===== src/rtl/smp_pkg.sv =====
`timescale 1ns / 1ps

package smp_pkg;

	// Defaults for the top-level parameters.
	localparam int DEF_MAX_ROWS   = 64;
	localparam int DEF_VALUE_BITS = 64;

	// Fixed field widths on the stream ports.
	localparam int FIELD_BITS  = 64;
	localparam int MASK_BITS   = 8;
	localparam int CNT_W       = 7;
	localparam int IN_TDATA_W  = 72;
	localparam int OUT_TDATA_W = 72;

	// A kept last element is not sent once this many nulls are queued for the column.
	localparam int RESULT_LIMIT = 64;

	// Output queue between the control logic and the master side.
	localparam int OBUF_DEPTH = 4;
	localparam int OBUF_PTR_W = 2;
	localparam int OBUF_LVL_W = 3;

	// One result beat as it travels to the output queue.
	typedef struct packed {
		logic [FIELD_BITS-1:0] value;
		logic                  kept;
		logic                  final_res;
		logic [CNT_W-1:0]      good_count;
		logic                  overflow;
	} beat_t;

endpackage


===== src/rtl/smp_store.sv =====
`timescale 1ns / 1ps

module smp_store #(
	parameter int DEPTH = 64,
	parameter int WIDTH = 64
) (
	input  logic                     clk,
	input  logic                     wr_en,
	input  logic [$clog2(DEPTH)-1:0] wr_addr,
	input  logic [WIDTH-1:0]         wr_data,
	input  logic                     rd_en,
	input  logic [$clog2(DEPTH)-1:0] rd_addr,
	output logic [WIDTH-1:0]         rd_data
);

	logic [WIDTH-1:0] mem [DEPTH];

	// One write port and one registered read port; the contents need no reset.
	always_ff @(posedge clk) begin
		if (wr_en) begin
			mem[wr_addr] <= wr_data;
		end
		if (rd_en) begin
			rd_data <= mem[rd_addr];
		end
	end

endmodule


===== src/rtl/smp_obuf.sv =====
`timescale 1ns / 1ps

module smp_obuf
	import smp_pkg::*;
(
	input  logic                  clk,
	input  logic                  arst_n,
	input  logic                  push,
	input  beat_t                 push_beat,
	input  logic                  out_ready,
	output logic                  out_valid,
	output beat_t                 out_beat,
	output logic [OBUF_LVL_W-1:0] level
);

	beat_t                 fifo_q [OBUF_DEPTH];
	logic [OBUF_PTR_W-1:0] wr_ptr_q;
	logic [OBUF_PTR_W-1:0] rd_ptr_q;
	logic [OBUF_LVL_W-1:0] level_q;
	logic                  pop;

	assign out_valid = (level_q != '0);
	assign out_beat  = fifo_q[rd_ptr_q];
	assign level     = level_q;
	assign pop       = out_valid && out_ready;

	// Beat storage; the writer never pushes into a full queue.
	always_ff @(posedge clk) begin
		if (push) begin
			fifo_q[wr_ptr_q] <= push_beat;
		end
	end

	// Pointers wrap on their own as the depth is a power of two.
	always_ff @(posedge clk or negedge arst_n) begin
		if (!arst_n) begin
			wr_ptr_q <= '0;
			rd_ptr_q <= '0;
			level_q  <= '0;
		end else begin
			if (push) begin
				wr_ptr_q <= wr_ptr_q + OBUF_PTR_W'(1);
			end
			if (pop) begin
				rd_ptr_q <= rd_ptr_q + OBUF_PTR_W'(1);
			end
			level_q <= level_q + OBUF_LVL_W'(push) - OBUF_LVL_W'(pop);
		end
	end

endmodule


===== src/rtl/stable_mask_partition.sv =====
`timescale 1ns / 1ps

// Stable partition of one column by a mask byte.
// Slave side: one element a beat; tdata holds the value and the mask byte, tlast marks
// the last element of the column. A mask byte of exactly 1 keeps the value, which
// is pushed into the output queue in the cycle it is taken. Any other mask byte queues
// the value in an on-chip store of MAX_ROWS entries.
// Master side: tdata holds value, kept count and overflow flag, tuser says whether the
// beat is a kept value, tlast marks the last beat of the column.
// Throughput: one element a cycle while the master side takes beats. After the last
// element the queued values drain at one beat a cycle through the single registered
// read port of the store; no element is taken during the drain.
// A four-beat output queue decouples the two sides, so a stall on the master side
// holds the drain and, once the queue is full, the slave side.
// Reset clears the counters, the flags and the output queue; the store needs no
// clearing, as only entries written earlier in the same column are read.
module stable_mask_partition
	import smp_pkg::*;
#(
	parameter int MAX_ROWS   = DEF_MAX_ROWS,
	parameter int VALUE_BITS = DEF_VALUE_BITS
) (
	input  logic                   clk,
	input  logic                   arst_n,
	input  logic                   s_tvalid,
	output logic                   s_tready,
	input  logic [IN_TDATA_W-1:0]  s_tdata,  // value[63:0], mask[71:64]
	input  logic                   s_tlast,
	output logic                   m_tvalid,
	input  logic                   m_tready,
	output logic [OUT_TDATA_W-1:0] m_tdata,  // out_value[63:0], good_count[70:64], overflow[71]
	output logic                   m_tuser,  // kept
	output logic                   m_tlast
);

	localparam int AW = $clog2(MAX_ROWS);
	localparam logic [CNT_W-1:0] MAX_CNT = CNT_W'(MAX_ROWS);

	typedef enum logic {
		ST_IDLE,
		ST_DRAIN
	} state_t;

	state_t           state_q;
	logic [CNT_W-1:0] null_total_q;
	logic [CNT_W-1:0] kept_total_q;
	logic             overflow_q;
	logic [CNT_W-1:0] rd_ptr_q;
	logic [CNT_W-1:0] drain_len_q;
	logic [CNT_W-1:0] fin_good_q;
	logic             fin_ovf_q;
	logic             rd_s1;
	logic             last_s1;

	logic [FIELD_BITS-1:0]       in_value;
	logic signed [MASK_BITS-1:0] in_mask;
	logic                        in_keep;
	logic [VALUE_BITS-1:0]       value_trim;
	logic                        room;
	logic                        accept;
	logic [CNT_W:0]              row_sum;
	logic                        beyond;
	logic                        ovf_next;
	logic                        keep_emit;
	logic [CNT_W-1:0]            kept_next;
	logic                        null_store;
	logic [CNT_W-1:0]            null_next;
	logic                        acc_final;
	logic                        acc_push;
	beat_t                       acc_beat;
	logic                        rd_issue;
	logic                        rd_last;
	logic [VALUE_BITS-1:0]       rd_data;
	beat_t                       drain_beat;
	logic                        push;
	beat_t                       push_beat;
	logic                        obuf_valid;
	beat_t                       obuf_beat;
	logic [OBUF_LVL_W-1:0]       obuf_level;

	// Unpack the slave beat.
	assign in_value   = s_tdata[FIELD_BITS-1:0];
	assign in_mask    = s_tdata[IN_TDATA_W-1:FIELD_BITS];
	assign in_keep    = (in_mask == 8'sd1);
	assign value_trim = in_value[VALUE_BITS-1:0];

	// Space for a new beat, counting the store read whose data is pushed in this cycle.
	assign room     = (obuf_level + OBUF_LVL_W'(rd_s1)) < OBUF_LVL_W'(OBUF_DEPTH);
	assign s_tready = (state_q == ST_IDLE) && !rd_s1 && room;
	assign accept   = s_tvalid && s_tready;

	// Row limit, counters and overflow for the element on the slave side.
	assign row_sum    = {1'b0, kept_total_q} + {1'b0, null_total_q};
	assign beyond     = row_sum >= (CNT_W + 1)'(MAX_ROWS);
	assign ovf_next   = overflow_q | beyond;
	assign keep_emit  = in_keep && !(s_tlast && (null_total_q >= CNT_W'(RESULT_LIMIT)));
	assign kept_next  = kept_total_q + CNT_W'(keep_emit && (kept_total_q < MAX_CNT));
	assign null_store = !in_keep && !beyond;
	assign null_next  = null_total_q + CNT_W'(null_store);

	// Beat pushed in the cycle an element is taken: a kept value, a final beat when no nulls are queued, or both.
	assign acc_final = s_tlast && (null_next == '0);
	assign acc_push  = accept && (keep_emit || acc_final);
	always_comb begin
		acc_beat            = '0;
		acc_beat.value      = keep_emit ? FIELD_BITS'(value_trim) : '0;
		acc_beat.kept       = keep_emit;
		acc_beat.final_res  = acc_final;
		acc_beat.good_count = acc_final ? kept_next : '0;
		acc_beat.overflow   = acc_final & ovf_next;
	end

	// Drain reads, one entry a cycle while the output queue has room.
	assign rd_issue = (state_q == ST_DRAIN) && room;
	assign rd_last  = (rd_ptr_q + CNT_W'(1)) == drain_len_q;

	smp_store #(
		.DEPTH (MAX_ROWS),
		.WIDTH (VALUE_BITS)
	) u_store (
		.clk     (clk),
		.wr_en   (accept && null_store),
		.wr_addr (null_total_q[AW-1:0]),
		.wr_data (value_trim),
		.rd_en   (rd_issue),
		.rd_addr (rd_ptr_q[AW-1:0]),
		.rd_data (rd_data)
	);

	// Queued value returning from the store.
	always_comb begin
		drain_beat            = '0;
		drain_beat.value      = FIELD_BITS'(rd_data);
		drain_beat.kept       = 1'b0;
		drain_beat.final_res  = last_s1;
		drain_beat.good_count = last_s1 ? fin_good_q : '0;
		drain_beat.overflow   = last_s1 & fin_ovf_q;
	end

	// The two sources never push in the same cycle.
	assign push      = acc_push || rd_s1;
	assign push_beat = rd_s1 ? drain_beat : acc_beat;

	smp_obuf u_obuf (
		.clk       (clk),
		.arst_n    (arst_n),
		.push      (push),
		.push_beat (push_beat),
		.out_ready (m_tready),
		.out_valid (obuf_valid),
		.out_beat  (obuf_beat),
		.level     (obuf_level)
	);

	assign m_tvalid = obuf_valid;
	assign m_tdata  = {obuf_beat.overflow, obuf_beat.good_count, obuf_beat.value};
	assign m_tuser  = obuf_beat.kept;
	assign m_tlast  = obuf_beat.final_res;

	// Column state, drain sequencer and read pipeline.
	always_ff @(posedge clk or negedge arst_n) begin
		if (!arst_n) begin
			state_q      <= ST_IDLE;
			null_total_q <= '0;
			kept_total_q <= '0;
			overflow_q   <= 1'b0;
			rd_ptr_q     <= '0;
			drain_len_q  <= '0;
			fin_good_q   <= '0;
			fin_ovf_q    <= 1'b0;
			rd_s1        <= 1'b0;
			last_s1      <= 1'b0;
		end else begin
			rd_s1   <= rd_issue;
			last_s1 <= rd_issue && rd_last;
			unique case (state_q)
				ST_IDLE: begin
					if (accept) begin
						if (s_tlast) begin
							null_total_q <= '0;
							kept_total_q <= '0;
							overflow_q   <= 1'b0;
							fin_good_q   <= kept_next;
							fin_ovf_q    <= ovf_next;
							rd_ptr_q     <= '0;
							drain_len_q  <= null_next;
							if (null_next != '0) begin
								state_q <= ST_DRAIN;
							end
						end else begin
							null_total_q <= null_next;
							kept_total_q <= kept_next;
							overflow_q   <= ovf_next;
						end
					end
				end
				ST_DRAIN: begin
					if (rd_issue) begin
						rd_ptr_q <= rd_ptr_q + CNT_W'(1);
						if (rd_last) begin
							state_q <= ST_IDLE;
						end
					end
				end
				default: begin
					state_q <= ST_IDLE;
				end
			endcase
		end
	end

`ifndef SYNTHESIS
	// The output queue is never written while full.
	a_no_overrun: assert property (@(posedge clk) disable iff (!arst_n)
		push |-> (obuf_level < OBUF_LVL_W'(OBUF_DEPTH)))
		else $error("output queue written while full");

	// Neither the null count nor the kept count ever exceeds the row limit.
	a_null_bound: assert property (@(posedge clk) disable iff (!arst_n)
		(null_total_q <= MAX_CNT) && (kept_total_q <= MAX_CNT))
		else $error("column counter beyond the row limit");

	// During a drain the read pointer stays inside the queued entries.
	a_drain_ptr: assert property (@(posedge clk) disable iff (!arst_n)
		(state_q == ST_DRAIN) |-> (rd_ptr_q < drain_len_q))
		else $error("drain read beyond queued entries");

	// A read issued last cycle always comes back as a pushed beat.
	a_read_push: assert property (@(posedge clk) disable iff (!arst_n)
		rd_issue |=> push)
		else $error("drain read lost");
`endif

endmodule

===== config.mk =====
export PLATFORM = sky130hd
export DESIGN_NAME = stable_mask_partition
export DESIGN_NICKNAME = d
export VERILOG_FILES = /design/src/rtl/smp_pkg.sv /design/src/rtl/smp_store.sv /design/src/rtl/smp_obuf.sv /design/src/rtl/stable_mask_partition.sv
export SDC_FILE = /design/constraint.sdc
export NUM_CORES = 2
export LEC_CHECK = 0
export BUFFER_PORTS_ARGS = -buffer_cell sky130_fd_sc_hd__buf_2
export CAP_MARGIN = 20
export CORE_MARGIN = 4
export CORE_UTILIZATION = 40
export CTS_CLUSTER_SIZE = 14
export DETAILED_ROUTE_END_ITERATION = 8
export PLACE_DENSITY = 0.62
export SYNTH_ARGS = -nofsm -noshare
export SYNTH_HDL_FRONTEND = slang
export SYNTH_MEMORY_MAX_BITS = 65536
export SYNTH_SLANG_ARGS = --single-unit

===== constraint.sdc =====
create_clock -name clk -period 11.8 [get_ports clk]
set_input_delay 0.59 -clock clk [delete_from_list [all_inputs] [get_ports clk]]
set_output_delay 0.59 -clock clk [all_outputs]
set_load 0.1 [all_outputs]

# Word-level counts from Yosys, hierarchy flattened
# Memory sizes are Yosys's and may differ from the RTL's. A register that Yosys moved wholly into a read port is not among the register bits.
# Cells that the tools add are included.
# W data, S select, Z words.
totals:
  mem_count: 2
  reg_bits: 47
  in_bits: 77
  out_inout_bits: 76
  wordCells: 83
  mem_bits_rw: 4392
mem_list:
  columns: ["name", "words", "width", "rd", "rd_ports_with_merged_regs", "wr", "line", "text"]
  rows:
  - ["u_store.mem", 64, 64, 1, 1, 1, "smp_store.sv:16", "logic [WIDTH-1:0] mem [DEPTH];"]
  - ["u_obuf.fifo_q", 4, 74, 1, 0, 1, "smp_obuf.sv:16", "beat_t fifo_q [OBUF_DEPTH];"]
op_classes:
  order_cmp: 4
  eq_ne: 5
  n_reduce_logical: 25
  n_addsub: 9
  n_bitwise: 4
  muxes: 21
op_table:
  columns: ["op", "count"]
  rows:
  - ["$mux W74", 1]
  - ["$mux W64", 1]
  - ["$mux W7", 7]
  - ["$add A7 B1 Y7", 2]
  - ["$pmux W7 S2", 1]
  - ["$logic_and A1 B1 Y1", 13]
  - ["$mux W1", 10]
  - ["$add A7 B7 Y8", 1]
  - ["$eq A8 B2 Y1 const B", 1]
  - ["$ge A8 B7 Y1 const B", 1]
  - ["$add A7 B1 Y7 const B", 1]
  - ["$eq A7 B7 Y1", 1]
  - ["$ge A7 B7 Y1 const B", 1]
  - ["$logic_not A7 Y1", 1]
  - ["$lt A7 B7 Y1 const B", 1]
  - ["$reduce_bool A7 Y1", 1]
  - ["$add A3 B1 Y3", 2]
  - ["$reduce_and A3 Y1", 2]
  - ["$add A2 B1 Y2 const B", 2]
  - ["$logic_not A1 Y1", 4]
  - ["$ne A2 B2 Y1 const B", 2]
  - ["$lt A3 B3 Y1 const B", 1]
  - ["$reduce_bool A3 Y1", 1]
  - ["$sub A3 B1 Y3", 1]
  - ["7 further kinds", 9]

# Logic depth before layout (Yosys ltp)
depth:
  ltp_word: 12
  depth_mapped: 16
  mapped_depth_nobuf: 16

# Hierarchy
# A second synthesis with hierarchy kept.
hier_totals:
  hier_cells: 7517
  area_unflattened_um2: 171504.5
by_module_without_submodules:
  columns: ["module", "n_inst", "cells_per_inst", "seq_area_each_um2", "area_per_inst_um2"]
  rows:
  - ["smp_store", 1, 6598, 124919.8, 156989.3]
  - ["smp_obuf", 1, 421, 9063.7, 11120.7]
  - ["stable_mask_partition", 1, 498, 1001.0, 3394.5]

# Worst setup path before layout
# Ideal clock, no wire load.
synth_timing:
  kind: "register to register"
  startpoint: "register rd_s1"
  endpoint: "memory u_store.mem[54][0], enable pin"
  path_stages_with_launch: 8
  setup_ns: 0.645
  t_arrival_ns: 9.064
  synth_period_minus_slack_ns: 9.709
  path_buffers: 3
  required_time_ns: 11.155
  path_slack_ns: 2.091
  cell_sequence: "dfrtp_1 -> buf_2 -> nor3_2 -> nand2_1 -> or4b_1 -> buf_2 -> buf_1 -> nor4_1"
synth_via:
  elab_chain_len: 7
  word_cells_on_any_way: 9
  classes_between: "1 x add/sub; 1 x order compare; 2 x mux; 5 x reduce/logical"
synth_lines:
  columns: ["element", "line", "text"]
  rows:
  - ["start: declaration", "stable_mask_partition.sv:52", "logic rd_s1;"]
  - ["start signal: assignment", "stable_mask_partition.sv:174", "rd_s1 <= rd_issue;"]
  - ["$add A3 B1 Y3 / $logic_not A1 Y1 (equally long branches)", "stable_mask_partition.sv:88, stable_mask_partition.sv:89", null]
  - ["$lt A3 B3 Y1 / $logic_and A1 B1 Y1 (equally long branches)", "stable_mask_partition.sv:88, stable_mask_partition.sv:89", null]
  - ["$logic_and A1 B1 Y1 *", "stable_mask_partition.sv:89", "assign s_tready = (state_q == ST_IDLE) && !rd_s1 && room;"]
  - ["net s_tready", "stable_mask_partition.sv:26", "output logic s_tready,"]
  - ["$logic_and A1 B1 Y1 *", "stable_mask_partition.sv:90", "assign accept = s_tvalid && s_tready;"]
  - ["$logic_and A1 B1 Y1 *", "stable_mask_partition.sv:122", ".wr_en (accept && null_store),"]
  - ["$mux W1 *", "smp_store.sv:20", "if (wr_en) begin"]
  - ["$mux W1 (not written as such) *", "smp_store.sv:21", "mem[wr_addr] <= wr_data;"]
  - ["end: declaration", "smp_store.sv:16", null]
# The timed path passes the listed nets; every way through them passes the cells marked *.

# Worst setup path in the final report
layout_timing:
  startpoint: "register null_total_q[0]"
  endpoint: "memory u_obuf.fifo_q[1][7] (netlist bit), enable pin"
layout_via:
  elab_chain_len: 12
  word_cells_on_any_way: 16
  classes_between: "2 x add/sub; 2 x order compare; 2 x mux; 10 x reduce/logical"
layout_lines:
  columns: ["element", "line", "text"]
  rows:
  - ["start: declaration", "stable_mask_partition.sv:45", "logic [CNT_W-1:0] null_total_q;"]
  - ["start signal: assignment", "stable_mask_partition.sv:191", "null_total_q <= null_next;"]
  - ["$add A7 B7 Y8", "stable_mask_partition.sv:93", "assign row_sum = {1'b0, kept_total_q} + {1'b0, null_total_q};"]
  - ["$ge A8 B7 Y1", "stable_mask_partition.sv:94", "assign beyond = row_sum >= (CNT_W + 1)'(MAX_ROWS);"]
  - ["$logic_not A1 Y1", "stable_mask_partition.sv:98", "assign null_store = !in_keep && !beyond;"]
  - ["$logic_and A1 B1 Y1", "stable_mask_partition.sv:98", null]
  - ["$add A7 B1 Y7", "stable_mask_partition.sv:99", "assign null_next = null_total_q + CNT_W'(null_store);"]
  - ["$logic_not A7 Y1", "stable_mask_partition.sv:102", "assign acc_final = s_tlast && (null_next == '0);"]
  - ["$logic_and A1 B1 Y1", "stable_mask_partition.sv:102", null]
  - ["$logic_or A1 B1 Y1 *", "stable_mask_partition.sv:103", "assign acc_push = accept && (keep_emit || acc_final);"]
  - ["$logic_and A1 B1 Y1 *", "stable_mask_partition.sv:103", null]
  - ["$logic_or A1 B1 Y1 *", "stable_mask_partition.sv:141", "assign push = acc_push || rd_s1;"]
  - ["net push", "stable_mask_partition.sv:75", "logic push;"]
  - ["$mux W1 *", "smp_obuf.sv:29", "if (push) begin"]
  - ["$mux W1 (not written as such) *", "smp_obuf.sv:30", "fifo_q[wr_ptr_q] <= push_beat;"]
  - ["end: declaration", "smp_obuf.sv:16", null]
# Marks and branches as above.

==> flow_metrics.env <==
export IMPL_min_period_over_period_pct=48.1
export IMPL_netlist_instances=7486
export IMPL_synth_cell_type_count=70
export IMPL_synthFlopType="edfxtp_1"
export IMPL_synth_simple_area_share_pct=1.40
export IMPL_synthTopCellsByArea="edfxtp_1, mux4_2, mux2i_1, dfrtp_1, nand2_1"
export IMPL_relSlewSlack_pct=20.3
export IMPL_finalSetupViolations=0
export IMPL_finClkSkew_ns=0.0844
export IMPL_core_mm2=0.428
export IMPL_grt_pass1_vias=83900
export IMPL_setup_ws_ns=6.12
export IMPL_start_util_pct=40.2
export IMPL_synth_mux_area_share_pct=16.2
export IMPL_crit_family="compound AO/OA/AOI/OAI gates"
export IMPL_drt_pass1_iter_count=6
export IMPL_finish_utilization_pct=45.7
export IMPL_arrival_ns=6.28
export IMPL_post_place_cells=13300
export IMPL_htreeDepth=5
export IMPL_vias=85800
export IMPL_synth_top_area_cell="edfxtp_1"
export IMPL_rsz0062_at_grt="false"
export IMPL_syn_nets=7583
export IMPL_syn_avg_cell_area_um2=23.0
export IMPL_ys_warn_count=0
export IMPL_gp_congestion=0.850
export IMPL_ys_seq_area_share_pct=78.4
export IMPL_worstPathRequired_ns=12.40
export IMPL_wl_per_cell_um=35.1
export IMPL_drtIter0Drc=14400
export IMPL_clockBufferDepth=4
export IMPL_synth_seq_cells=4503
export IMPL_period_needed_ns=5.68
export IMPL_grt_pass1_wl_mm=682
export IMPL_max_stage_delay_ns=0.67
export IMPL_synth_edf_count=4456
export IMPL_fin_tns_setup_ns=0
export IMPL_synth_async_sr_flop_share_pct=1.04
export IMPL_crit_chain="ha_1 > fa_1 > and3b_1 > o21ai_0 > a21oi_1 > nor3b_1 > ha_1 > ha_1 > nand2_1 > o21ai_0 > o2111a_1 > a311o_1 > and2_4 > buf_4"
export IMPL_path_buf_inv=1
export IMPL_drcViolationCount=0
export IMPL_setup_worst_path_end_class="flop"
export IMPL_grt_max_degree=115
export IMPL_root_buffer="clkbuf_16"
export IMPL_hold_violations=0
export IMPL_dieWidth_um=664
export IMPL_cap_viol_max_count=0
export IMPL_rows=240
export IMPL_antenna_left=0
export IMPL_cpMostUsedCell="ha_1"
export IMPL_layout_drive_gt1_share_pct=28.4
export IMPL_nets=8119
export IMPL_synth_top_family_by_area="multiplexers"
export IMPL_drt_wl_total_mm=494
export IMPL_clk_latency_ns=0.98
export IMPL_status="finished, final reports clean"
export IMPL_slew_viol_final=0
export IMPL_gr_total_overflow=0
export IMPL_syn2layout_area_growth_pct=13.6
export IMPL_antenna_found_initial=51
export IMPL_synthXorXnorAreaFrac_pct=0.110
export IMPL_hold_ws_ns=0.0259
export IMPL_numCtsBuffers=436
export IMPL_die_area_mm2=0.441
export IMPL_critPathSlowestCell="buf_4"
export IMPL_grt_usage_pct=21.9
export IMPL_netlist_area_mm2=0.172
export IMPL_die_h_um=664
export IMPL_avgViaCountPerCell=6.09
export IMPL_path_clk_slew_ns=0.07
export IMPL_cp_start_kind="flop"
export IMPL_fillerInstances=35000
export IMPL_timing_fmax_mhz=176
export IMPL_synth_compound_area_share_pct=2.37
export IMPL_post_cts_setup_buffers=0
export IMPL_hold_path_class="primary input to asynchronous set/reset pin"
export IMPL_ir_drop_mv=0.150
export IMPL_instances_no_fill=14100
export IMPL_yosys_top_cells_count="edfxtp_1, mux4_2, nand2_1, mux2i_1, clkbuf_1"
export IMPL_crit_fanout=49
export IMPL_portBuffers=152
export IMPL_synth_top_area_share_pct=77.7
export IMPL_num_io_pins=153
export IMPL_path_class="flop to flop"
export IMPL_synthAdderAreaFrac_pct=0.154
export IMPL_p_leak_nw=60.6
export IMPL_cts_sinks=4503
export IMPL_tritoncts="yes"
export IMPL_dp_hpwl_mm=295
export IMPL_power_density_mw_per_mm2=223
export IMPL_post_place_ws_ns=6.16
export IMPL_worstMarginPinSlew_ns=1.18
export IMPL_synth_most_common_cell="edfxtp_1"
## routing by layer
layer | GRT usage, % | part of all wire [%] | wire length (um) | vias up
li1 | - | - | - | 33200
met1 | 32.0 | 40 | 196000 | 46400
met2 | 32.8 | 45 | 224000 | 5499
met3 | 5.95 | 12 | 60800 | 712
met4 | 5.47 | 2.7 | 13200 | 28
met5 | 0 | 0.039 | 192 | -
## registers in the layout, summed over array words and instances (netlist names)
name and cells:
rd_ptr_q 7, u_store.rd_data 64, u_obuf.wr_ptr_q 2, overflow_q 1, state_q 1, fin_ovf_q 1, u_store.mem 4096, kept_total_q 7
drain_len_q 7, u_obuf.level 3, u_obuf.rd_ptr_q 2, fin_good_q 7, u_obuf.fifo_q 296, rd_s1 1, null_total_q 7, last_s1 1
## cell usage in the layout, fill, tap and decap left out, types with 25 or more instances in the layout
master / n
clkinv_1: 108
buf_4: 346
a22oi_1: 54
o22ai_1: 91
a211o_1: 25
dfrtp_1: 37
mux2i_1: 207
clkbuf_16: 438
o21ai_0: 121
o221ai_1: 72
edfxtp_1: 4456
clkbuf_1: 104
bufinv_16: 39
nor2_1: 43
nor4_2: 64
clkinv_2: 63
buf_2: 148
a21oi_1: 134
mux4_2: 1145
nand3_1: 29
nand2_1: 247
## final cells by class
cell class,count,area [um^2],share of cell area (%)
multi-input cells,2525,35400,18.1
diodes,13,32.5,0.0166
flip-flops and latches,4503,135000,69.1
inverters,23,108,0.0550
well taps,5687,7120,3.64
repair buffers,533,3950,2.02
clock buffers,545,11400,5.83
clock inverters,248,2530,1.29
## stage by stage
stage	instance area, um^2	power [W]
floorplan	172000	0.0265
global placement	181000	0.0302
detailed placement	181000	0.0303
CTS	195000	0.0438
global route	195000	0.0450
finish	196000	0.0436
## final timing paths
| path | start | to | slack (ns) | cells after the start |
|---|---|---|---|---|
| worst max register to register | null_total_q[0] | u_obuf.fifo_q[1][7] | 6.12 | 14 |
| max in group asynchronous | arst_n | rd_ptr_q[0] | 11.24 | 3 |
| worst min register to register | fin_good_q[6] | fin_good_q[6] | 0.48 | 2 |
| min in group clk | s_tdata[42] | u_store.mem[12][42] | 0.07 | 1 |
| worst min-delay path | arst_n | u_obuf.rd_ptr_q[0] | 0.03 | 2 |
| worst max-delay path | null_total_q[0] | u_obuf.fifo_q[1][7] | 6.12 | 14 |
## cells by family after synthesis
kind of cell | after synthesis
DFF | 4503
muxes | 1357
AOI/OAI and AO/OA | 623
and+or+nand+nor | 505
buffers and inverters | 458
xor gates and xnor gates | 20
adders and majority gates | 20
## power by group
part           internal, W  total (W)  switching, W  leakage [nW]
Sequential          0.0182     0.0185      0.000348          40.8
Clock              0.00771     0.0137       0.00596          6.74
Combinational      0.00423     0.0114       0.00719          13.1
Total               0.0301     0.0436        0.0135          60.6
## repair_timing
action,4_1_cts,5_1_grt
hold buffers,8,0
gates resized for setup,0,0
hold endpoints to repair,84,0
Power figures use the tool's default switching activity.
